**config.mk**
```make
export PLATFORM = sky130hd
export DESIGN_NAME = tinted_alpha_blend_pixel_flat
export DESIGN_NICKNAME = d
export VERILOG_FILES = /design/src/hdl/tab_pkg.sv /design/src/hdl/tab_in_if.sv /design/src/hdl/tab_out_if.sv /design/src/hdl/tab_tint.sv /design/src/hdl/tab_mix.sv /design/src/hdl/tab_div255.sv /design/src/hdl/tinted_alpha_blend_pixel.sv /design/src/flat_wrapper.sv
export SDC_FILE = /design/constraint.sdc
export NUM_CORES = 2
export LEC_CHECK = 0
export ABC_CLOCK_PERIOD_IN_PS = 12000
export BUFFER_PORTS_ARGS = -buffer_cell sky130_fd_sc_hd__buf_2
export CORE_ASPECT_RATIO = 1.4
export CORE_MARGIN = 3
export CORE_UTILIZATION = 60
export DETAILED_ROUTE_END_ITERATION = 6
export GPL_TIMING_DRIVEN = 1
export PLACE_DENSITY_LB_ADDON = 0.25
export SETUP_SLACK_MARGIN = 0.1
export SLEW_MARGIN = 5
export SYNTH_ARGS = -nofsm -noshare
export SYNTH_HDL_FRONTEND = slang
export SYNTH_SLANG_ARGS = --single-unit
```
**constraint.sdc**
```tcl
create_clock -name clk_i -period 12 [get_ports clk_i]
set_input_delay 1.8 -clock clk_i [delete_from_list [all_inputs] [get_ports clk_i]]
set_output_delay 1.8 -clock clk_i [all_outputs]
set_load 0.005 [all_outputs]
```
**src/hdl/tab_pkg.sv**
```systemverilog
package tab_pkg;

  localparam int unsigned ChanWidth   = 8;
  localparam int unsigned NumChan     = 4;
  localparam int unsigned PixWidth    = ChanWidth * NumChan;
  localparam int unsigned TintWidth   = 9;
  localparam int unsigned FxWidth     = 16;
  localparam int unsigned CfgIdxWidth = 3;

  // lane of the alpha byte inside an ARGB word
  localparam int unsigned AlphaLane = 3;

  localparam logic [TintWidth-1:0] TintOne     = 9'd256;
  localparam logic [FxWidth-1:0]   AlphaFullFx = 16'd65280;  // 255 * 256
  localparam logic [ChanWidth-1:0] ChanMax     = 8'hFF;

  typedef logic [ChanWidth-1:0] chan_t;
  typedef logic [PixWidth-1:0]  pix_t;
  typedef logic [TintWidth-1:0] tint_t;
  typedef logic [FxWidth-1:0]   fx_t;

  typedef enum logic [CfgIdxWidth-1:0] {
    TAB_REG_RED   = 3'd0,
    TAB_REG_GREEN = 3'd1,
    TAB_REG_BLUE  = 3'd2,
    TAB_REG_ALPHA = 3'd3
  } tab_reg_e;

  // controls for the two divide stages of one lane
  typedef struct packed {
    logic ld_x;   // load partial quotient stage
    logic ld_q;   // load output stage
    logic chk;    // partial quotient stage holds a live request
  } tab_div_ctrl_t;

endpackage

```
**src/hdl/tab_in_if.sv**
```systemverilog
interface tab_in_if;
  logic          valid;
  logic          ready;
  tab_pkg::pix_t source_pixel;
  tab_pkg::pix_t dest_pixel;

  modport source (output valid, output source_pixel, output dest_pixel, input ready);
  modport sink   (input valid, input source_pixel, input dest_pixel, output ready);
endinterface

```
**src/hdl/tab_out_if.sv**
```systemverilog
interface tab_out_if;
  logic          valid;
  logic          ready;
  tab_pkg::pix_t blended_pixel;

  modport source (output valid, output blended_pixel, input ready);
  modport sink   (input valid, input blended_pixel, output ready);
endinterface

```
**src/hdl/tab_tint.sv**
```systemverilog
// Stage 1: per-lane tint multiply, destination bytes carried along.
module tab_tint (
  input  logic                                 clk_i,
  input  logic                                 en_i,
  input  tab_pkg::pix_t                        src_i,
  input  tab_pkg::pix_t                        dst_i,
  input  tab_pkg::tint_t [tab_pkg::NumChan-1:0] tint_i,
  output tab_pkg::fx_t   [tab_pkg::NumChan-1:0] ts_o,
  output tab_pkg::chan_t [tab_pkg::NumChan-1:0] d_o
);

  localparam int unsigned ProdWidth = tab_pkg::ChanWidth + tab_pkg::TintWidth;

  tab_pkg::fx_t   [tab_pkg::NumChan-1:0] ts_d, ts_q;
  tab_pkg::chan_t [tab_pkg::NumChan-1:0] d_d, d_q;
  logic [tab_pkg::NumChan-1:0][ProdWidth-1:0] prod;

  always_comb begin
    for (int i = 0; i < tab_pkg::NumChan; i++) begin
      prod[i] = ProdWidth'(src_i[i*tab_pkg::ChanWidth +: tab_pkg::ChanWidth])
              * ProdWidth'(tint_i[i]);
      ts_d[i] = prod[i][tab_pkg::FxWidth-1:0];  // at most 255 * 256
      d_d[i]  = dst_i[i*tab_pkg::ChanWidth +: tab_pkg::ChanWidth];
    end
  end

  always_ff @(posedge clk_i) begin
    if (en_i) begin
      ts_q <= ts_d;
      d_q  <= d_d;
    end
  end

  assign ts_o = ts_q;
  assign d_o  = d_q;

endmodule

```
**src/hdl/tab_mix.sv**
```systemverilog
// Stage 2: the two products of dst*256*(65280-ta) + ts*ta (the *256 is applied later).
module tab_mix (
  input  logic                                 clk_i,
  input  logic                                 en_i,
  input  tab_pkg::fx_t   [tab_pkg::NumChan-1:0] ts_i,
  input  tab_pkg::chan_t [tab_pkg::NumChan-1:0] d_i,
  output logic [tab_pkg::NumChan-1:0][tab_pkg::ChanWidth+tab_pkg::FxWidth-1:0] p1_o,
  output logic [tab_pkg::NumChan-1:0][2*tab_pkg::FxWidth-1:0]                  p2_o
);

  localparam int unsigned P1Width = tab_pkg::ChanWidth + tab_pkg::FxWidth;
  localparam int unsigned P2Width = 2 * tab_pkg::FxWidth;

  tab_pkg::fx_t ta;
  tab_pkg::fx_t inv;
  logic [tab_pkg::NumChan-1:0][P1Width-1:0] p1_d, p1_q;
  logic [tab_pkg::NumChan-1:0][P2Width-1:0] p2_d, p2_q;

  assign ta  = ts_i[tab_pkg::AlphaLane];
  assign inv = tab_pkg::AlphaFullFx - ta;   // ta never exceeds 65280

  always_comb begin
    for (int i = 0; i < tab_pkg::NumChan; i++) begin
      p1_d[i] = P1Width'(d_i[i]) * P1Width'(inv);
      p2_d[i] = P2Width'(ts_i[i]) * P2Width'(ta);
    end
  end

  always_ff @(posedge clk_i) begin
    if (en_i) begin
      p1_q <= p1_d;
      p2_q <= p2_d;
    end
  end

  assign p1_o = p1_q;
  assign p2_o = p2_q;

endmodule

```
**src/hdl/tab_div255.sv**
```systemverilog
// Stages 3 and 4 of one lane: floor(num / (255 * 65536)).
// num >> 16 first, then divide by 255 via x/256 * (1 + 1/256) estimate
// which is low by at most one; one compare fixes it.
module tab_div255 (
  input  logic                                                clk_i,
  input  logic                                                rst_ni,
  input  tab_pkg::tab_div_ctrl_t                              ctrl_i,
  input  logic [tab_pkg::ChanWidth+tab_pkg::FxWidth-1:0]      p1_i,
  input  logic [2*tab_pkg::FxWidth-1:0]                       p2_i,
  output tab_pkg::chan_t                                      q_o
);

  localparam int unsigned NumWidth = 2 * tab_pkg::FxWidth + 1;
  localparam int unsigned XWidth   = NumWidth - tab_pkg::FxWidth;
  localparam int unsigned EWidth   = XWidth - tab_pkg::ChanWidth + 1;
  localparam int unsigned RWidth   = XWidth + 1;
  localparam int unsigned QWidth   = EWidth + 1;

  logic [NumWidth-1:0] num;
  logic [XWidth:0]     x_sum;
  logic [XWidth-1:0]   x_d, x_q;
  logic [EWidth-1:0]   e_d, e_q;
  logic [RWidth-1:0]   r;
  logic [QWidth-1:0]   q_raw;
  tab_pkg::chan_t      q_d, q_q;

  assign num   = NumWidth'({p1_i, 8'b0}) + NumWidth'(p2_i);
  assign x_d   = num[NumWidth-1:tab_pkg::FxWidth];
  assign x_sum = (XWidth+1)'(x_d) + (XWidth+1)'(x_d >> tab_pkg::ChanWidth);
  assign e_d   = x_sum[XWidth:tab_pkg::ChanWidth];

  // remainder x - 255*e
  assign r     = RWidth'(x_q) - ((RWidth'(e_q) << tab_pkg::ChanWidth) - RWidth'(e_q));
  assign q_raw = QWidth'(e_q) + QWidth'(r >= RWidth'(tab_pkg::ChanMax));
  assign q_d   = (q_raw > QWidth'(tab_pkg::ChanMax)) ? tab_pkg::ChanMax : q_raw[7:0];

  always_ff @(posedge clk_i) begin
    if (ctrl_i.ld_x) begin
      x_q <= x_d;
      e_q <= e_d;
    end
    if (ctrl_i.ld_q) begin
      q_q <= q_d;
    end
  end

  assign q_o = q_q;

  // estimate is never more than one below the true quotient
  a_single_fix: assert property (@(posedge clk_i) disable iff (!rst_ni)
    ctrl_i.chk |-> r < RWidth'(2 * 255))
    else $error("divide estimate off by more than one");

  // blend result is a convex mix, never above 255
  a_no_clamp: assert property (@(posedge clk_i) disable iff (!rst_ni)
    ctrl_i.chk |-> q_raw <= QWidth'(tab_pkg::ChanMax))
    else $error("blend quotient out of channel range");

endmodule

```
**src/hdl/tinted_alpha_blend_pixel.sv**
```systemverilog
// Tinted source-over blend, one ARGB8888 pixel per clock unless stalled. Each
// source byte is scaled by its tint register (256 = 1.0, writes above 256
// saturate to 256), and every output byte, alpha included, is floor(dst +
// (ts - dst) * ta/255) computed exactly. A request passes four register
// stages: tint multiply, blend products, partial quotient, output register. The
// result is offered from the output register and taken when the sink is ready.
// One request is taken every cycle unless the pipeline is full and stalled; each
// stage holds its data while the stage after it is full and stalled, and empty
// stages fill behind a stall, so up to four requests wait inside. src_i.ready
// follows res_o.ready through the stage ready chain. Tint registers are written
// through cfg_we_i/cfg_idx_i/cfg_data_i; the user must write them only while
// no request is in flight (not enforced here); unused indexes are ignored.
module tinted_alpha_blend_pixel (
  input  logic                               clk_i,
  input  logic                               rst_ni,
  input  logic                               cfg_we_i,
  input  logic [tab_pkg::CfgIdxWidth-1:0]    cfg_idx_i,
  input  tab_pkg::tint_t                     cfg_data_i,
  tab_in_if.sink                             src_i,
  tab_out_if.source                          res_o
);

  localparam int unsigned NumStages = 4;
  localparam int unsigned P1Width   = tab_pkg::ChanWidth + tab_pkg::FxWidth;
  localparam int unsigned P2Width   = 2 * tab_pkg::FxWidth;

  // tint registers, stored already saturated, in byte-lane order (B, G, R, A)
  tab_pkg::tint_t [tab_pkg::NumChan-1:0] tint_q, tint_d;
  tab_pkg::tint_t                        cfg_sat;

  // per-stage valid bits and advance strobes
  logic [NumStages-1:0] vld_q, vld_d;
  logic [NumStages-1:0] adv;

  tab_pkg::fx_t   [tab_pkg::NumChan-1:0] ts;
  tab_pkg::chan_t [tab_pkg::NumChan-1:0] dch;
  logic [tab_pkg::NumChan-1:0][P1Width-1:0] p1;
  logic [tab_pkg::NumChan-1:0][P2Width-1:0] p2;
  tab_pkg::chan_t [tab_pkg::NumChan-1:0] q;
  tab_pkg::tab_div_ctrl_t                div_ctrl;

  // ---- configuration ----
  assign cfg_sat = (cfg_data_i > tab_pkg::TintOne) ? tab_pkg::TintOne : cfg_data_i;

  always_comb begin
    tint_d = tint_q;
    if (cfg_we_i) begin
      unique case (tab_pkg::tab_reg_e'(cfg_idx_i))
        tab_pkg::TAB_REG_RED:   tint_d[2] = cfg_sat;
        tab_pkg::TAB_REG_GREEN: tint_d[1] = cfg_sat;
        tab_pkg::TAB_REG_BLUE:  tint_d[0] = cfg_sat;
        tab_pkg::TAB_REG_ALPHA: tint_d[3] = cfg_sat;
        default: ;
      endcase
    end
  end

  always_ff @(posedge clk_i or negedge rst_ni) begin
    if (!rst_ni) begin
      tint_q <= {tab_pkg::NumChan{tab_pkg::TintOne}};
    end else begin
      tint_q <= tint_d;
    end
  end

  // ---- pipeline control ----
  // a stage loads when it is empty or its contents move on this cycle
  always_comb begin
    adv[NumStages-1] = !vld_q[NumStages-1] || res_o.ready;
    for (int k = NumStages - 2; k >= 0; k--) begin
      adv[k] = !vld_q[k] || adv[k+1];
    end
    vld_d[0] = adv[0] ? src_i.valid : vld_q[0];
    for (int k = 1; k < NumStages; k++) begin
      vld_d[k] = adv[k] ? vld_q[k-1] : vld_q[k];
    end
  end

  always_ff @(posedge clk_i or negedge rst_ni) begin
    if (!rst_ni) begin
      vld_q <= '0;
    end else begin
      vld_q <= vld_d;
    end
  end

  assign src_i.ready = adv[0];

  assign div_ctrl.ld_x = adv[2];
  assign div_ctrl.ld_q = adv[3];
  assign div_ctrl.chk  = vld_q[2];

  // ---- datapath ----
  tab_tint u_tint (
    .clk_i  (clk_i),
    .en_i   (adv[0]),
    .src_i  (src_i.source_pixel),
    .dst_i  (src_i.dest_pixel),
    .tint_i (tint_q),
    .ts_o   (ts),
    .d_o    (dch)
  );

  tab_mix u_mix (
    .clk_i (clk_i),
    .en_i  (adv[1]),
    .ts_i  (ts),
    .d_i   (dch),
    .p1_o  (p1),
    .p2_o  (p2)
  );

  for (genvar i = 0; i < tab_pkg::NumChan; i++) begin : g_lane
    tab_div255 u_div (
      .clk_i  (clk_i),
      .rst_ni (rst_ni),
      .ctrl_i (div_ctrl),
      .p1_i   (p1[i]),
      .p2_i   (p2[i]),
      .q_o    (q[i])
    );
  end

  assign res_o.valid         = vld_q[NumStages-1];
  assign res_o.blended_pixel = q;

  // ---- checks ----
  a_take_fills: assert property (@(posedge clk_i) disable iff (!rst_ni)
    src_i.valid && src_i.ready |=> vld_q[0])
    else $error("taken request missing from first stage");

  a_hold_s1: assert property (@(posedge clk_i) disable iff (!rst_ni)
    vld_q[0] && !adv[1] |=> vld_q[0])
    else $error("stalled first stage dropped its request");

  a_hold_s2: assert property (@(posedge clk_i) disable iff (!rst_ni)
    vld_q[1] && !adv[2] |=> vld_q[1])
    else $error("stalled product stage dropped its request");

  a_hold_s3: assert property (@(posedge clk_i) disable iff (!rst_ni)
    vld_q[2] && !adv[3] |=> vld_q[2] && $stable(vld_q[3]))
    else $error("stalled quotient stage lost state");

endmodule
```
**src/flat_wrapper.sv**
```systemverilog
// flat-port wrapper written by rule: the top's interface ports become plain ports
module tinted_alpha_blend_pixel_flat 
  (clk_i, rst_ni, cfg_we_i, cfg_idx_i, cfg_data_i, src_i_valid, src_i_source_pixel, src_i_dest_pixel, src_i_ready, res_o_valid, res_o_blended_pixel, res_o_ready);
  tab_in_if src_i_i ();
  tab_out_if res_o_i ();
  input  logic clk_i;
  input  logic rst_ni;
  input  logic cfg_we_i;
  input  logic [tab_pkg::CfgIdxWidth-1:0] cfg_idx_i;
  input  tab_pkg::tint_t cfg_data_i;
  input wire logic [$bits(src_i_i.valid)-1:0] src_i_valid;
  input wire logic [$bits(src_i_i.source_pixel)-1:0] src_i_source_pixel;
  input wire logic [$bits(src_i_i.dest_pixel)-1:0] src_i_dest_pixel;
  output wire logic [$bits(src_i_i.ready)-1:0] src_i_ready;
  output wire logic [$bits(res_o_i.valid)-1:0] res_o_valid;
  output wire logic [$bits(res_o_i.blended_pixel)-1:0] res_o_blended_pixel;
  input wire logic [$bits(res_o_i.ready)-1:0] res_o_ready;
  assign src_i_i.valid = src_i_valid;
  assign src_i_i.source_pixel = src_i_source_pixel;
  assign src_i_i.dest_pixel = src_i_dest_pixel;
  assign src_i_ready = src_i_i.ready;
  assign res_o_valid = res_o_i.valid;
  assign res_o_blended_pixel = res_o_i.blended_pixel;
  assign res_o_i.ready = res_o_ready;
  tinted_alpha_blend_pixel u_core (.clk_i(clk_i), .rst_ni(rst_ni), .cfg_we_i(cfg_we_i), .cfg_idx_i(cfg_idx_i), .cfg_data_i(cfg_data_i), .src_i(src_i_i), .res_o(res_o_i));
endmodule
```
==> reports/results.txt <==
register area share after synthesis: 17.6%
ys flop type: edfxtp_1
port bufs: 114
ys async rst share: 8.55%
CTS root buf: clkbuf_16
Hold WC Path Type: flop to flop
Nets: 10600
final hold vios: 0
CP max FO: 47
total setup buffers inserted after CTS: 0
Clock Sinks: 468
Num CTS Buffers: 52
worst reg-to-reg path cell count: 24
WL/cell: 18.0 microns
Detail Placement HPWL: 142000 microns
Placer Congestion: 0.891
antenna violations before repair: 0
Worst EP required: 12420 ps
post-synth cell types: 90
Fin Hold WS: 463 ps
RSZ-0062 raised after global routing: no
CTS Buffer Depth: 3
crit start category: flop
H-tree Lvls: 2
largest net degree at the start of global routing: 172
CTS tree: done
Clock transition at path regs: 70 ps
post-cts resize count: 0
clk_lat worst skew: 660 ps
YS warnings: 0
Critical Path Sink Type: flop
# DRC: 0
Via Count: 55900
Final Routed Wirelength: 181000 microns
number of max-cap violations: 0
layout cell share with drive strength beyond 1: 3.43%
Synth Cell Area: 78900 sq um
worst-margin pin slew: 1070 ps
Inserted Diodes: 0
Clock Skew: 19.3 ps
initial DRC count: 3139
Hold Crit Depth: 1
Synth-to-Final Area Change: 4.97%
Pre-antenna DRT Iters: 6
pre-CTS WS: 4290 ps
Ports: 115
first-pass GRT wire length: 301000 microns
FF+latch count, synth: 468
Die Y: 435 microns
Final period util: 64.6%
grt ovf: 0
Mapped Nets: 10700
vias in the first global route: 60800
die area: 136000 sq um
row cnt: 156
Rel. slew slack: 28.9%
Vias/cell: 5.55
Mapped Cells: 8353
status: complete, no violations
critical path class: flop to flop
setup TNS: 0 ps
crit path DAT: 8180 ps
hold_buf cts: 0
Routed Antenna Nets: 0
core area: 130000 sq um
Mean Syn Cell Area: 9.45 sq um
Initial Util: 60.8%
endpoints failing setup: 0
crit path time final: 7760 ps
Max Clk Rate: 0.129 GHz
Die X: 313 microns
Max Slew Vio Count: 0
number of synthesized flops with an enable pin: 428
Tot GR Track Use: 27.3%
crit path setup slack, layout: 4240 ps
## final timing paths
kind	start	endpoint	slack (ps)
max in group asynchronous	rst_ni	u_core.tint_q[34]$_DFFE_PN0P_	10320
hold reg to reg	u_core.vld_q[0]$_DFFE_PN0P_	u_core.vld_q[1]$_DFFE_PN0P_	460
setup reg to reg	u_core.u_tint.ts_o[52]$_DFFE_PP_	u_core.u_mix.p1_o[47]$_DFFE_PP_	4240
min in group asynchronous	rst_ni	u_core.tint_q[23]$_DFFE_PN0P_	1220
hold / removal	u_core.vld_q[0]$_DFFE_PN0P_	u_core.vld_q[1]$_DFFE_PN0P_	460
setup / recovery	u_core.u_tint.ts_o[52]$_DFFE_PP_	u_core.u_mix.p1_o[47]$_DFFE_PP_	4240
## cells in the final DEF (no fill, tap or decap), types with 9 or more instances in the layout
cell	n
a211oi_1	17
a21boi_0	10
a21boi_1	10
a21o_1	95
a21oi_1	211
a31oi_1	19
and2_1	723
and3_1	19
buf_2	114
buf_4	41
clkbuf_16	55
clkinv_1	10
clkinv_2	9
dfrtp_1	36
edfxtp_1	428
fa_1	1253
ha_1	973
inv_1	1771
nand2_1	1131
nand2b_1	54
nand3_1	75
nand4_1	30
nor2_1	259
nor2b_1	60
nor3_1	65
nor4_1	15
o21a_1	63
o21ai_0	146
o21ai_1	41
o21bai_1	20
o31a_1	9
o41ai_1	10
or3_1	18
xnor2_1	244
xnor2_2	11
xor2_1	99
## synth_stat cells (all sizes together) (20+ instances only)
| library cell | n | share of area, % |
|---|---|---|
| nand2b | 54 | 0.43 |
| and2 | 723 | 5.7 |
| nor2 | 260 | 1.2 |
| ha | 973 | 15 |
| o21bai | 20 | 0.19 |
| a21oi | 211 | 1.3 |
| dfrtp | 36 | 1.1 |
| nand3 | 77 | 0.50 |
| and3 | 20 | 0.16 |
| buf | 21 | 0.10 |
| a21boi | 20 | 0.19 |
| edfxtp | 428 | 16 |
| xnor2 | 255 | 2.8 |
| nor2b | 60 | 0.48 |
| a21o | 95 | 0.90 |
| o21ai | 187 | 1.2 |
| fa | 1253 | 32 |
| nand2 | 1132 | 5.4 |
| nor3 | 66 | 0.42 |
| clkbuf | 246 | 1.2 |
| o21a | 63 | 0.60 |
| inv | 1772 | 8.4 |
| nand4 | 30 | 0.24 |
| xor2 | 103 | 1.1 |
## logic make-up after synthesis
| family | Yosys count | share of synthesized area [%] |
|---|---|---|
| buffers and inverters | 2042 | 9.71 |
| flip-flops | 468 | 17.6 |
| AO/OA/AOI/OAI | 748 | 6.09 |
| AND/OR/NAND/NOR | 2498 | 15.3 |
| XOR/XNOR | 358 | 3.98 |
| adder cells (fa/ha/maj) | 2226 | 47.2 |
| multiplexers | 13 | 0.174 |
## worst max-delay path: stages, from the launching register on
cell and delay [ps]:
edfxtp_1 840, buf_4 660, inv_1 310, nand3_1 210
xor2_2 140, buf_4 400, nand2_1 150, fa_1 540
fa_1 540, inv_1 50, fa_1 470, inv_1 50
fa_1 480, inv_1 40, ha_1 300, a21boi_1 150
o21a_1 190, nor2_1 150, o21ai_1 150, a41o_1 310
o41ai_2 280, o21ai_1 140, or4_1 450, a2111o_1 380
o211a_1 130
## final cells by class
| type | instances | area [sq um] |
|---|---|---|
| clock buffers | 64 | 1430 |
| clock inverters | 29 | 273 |
| fillers | 10500 | 47000 |
| inverters | 1775 | 6660 |
| multi-input cells | 5843 | 57500 |
| flip-flops and latches | 468 | 13900 |
| well taps | 1738 | 2170 |
| repair buffers | 157 | 918 |
## registers in the layout, summed over array words and instances (netlist names)
name                     cells
u_core.u_tint.ts_o          64
u_core.g_lane.u_div.e_q     40
u_core.u_mix.p2_o           96
u_core.tint_q               36
u_core.g_lane.u_div.q_o     32
u_core.g_lane.u_div.x_q     68
u_core.vld_q                 4
u_core.u_mix.p1_o           96
u_core.u_tint.d_o           32
## layer usage
layer	GRT usage (%)	part of all wire (%)	up-vias	wire, microns
li1	-	-	25800	-
met1	33.8	40	28000	71800
met2	48.5	50	1642	91400
met3	3.74	5.9	449	10600
met4	10.7	4.2	0	7680
met5	0	0	-	0
## metrics by stage
step | instances | cell area (sq um) | utilization [%]
final | 10100 | 82800 | 63.8
after global routing | 10100 | 82800 | 63.8
after CTS | 10100 | 82800 | 63.8
after detailed placement | 9981 | 81100 | 62.5
after global placement | 9981 | 81100 | 62.5
after floorplan | 8353 | 78900 | -
Power is not shown: default switching activity piles up to over one toggle a cycle in this logic, so the estimate is an artifact.
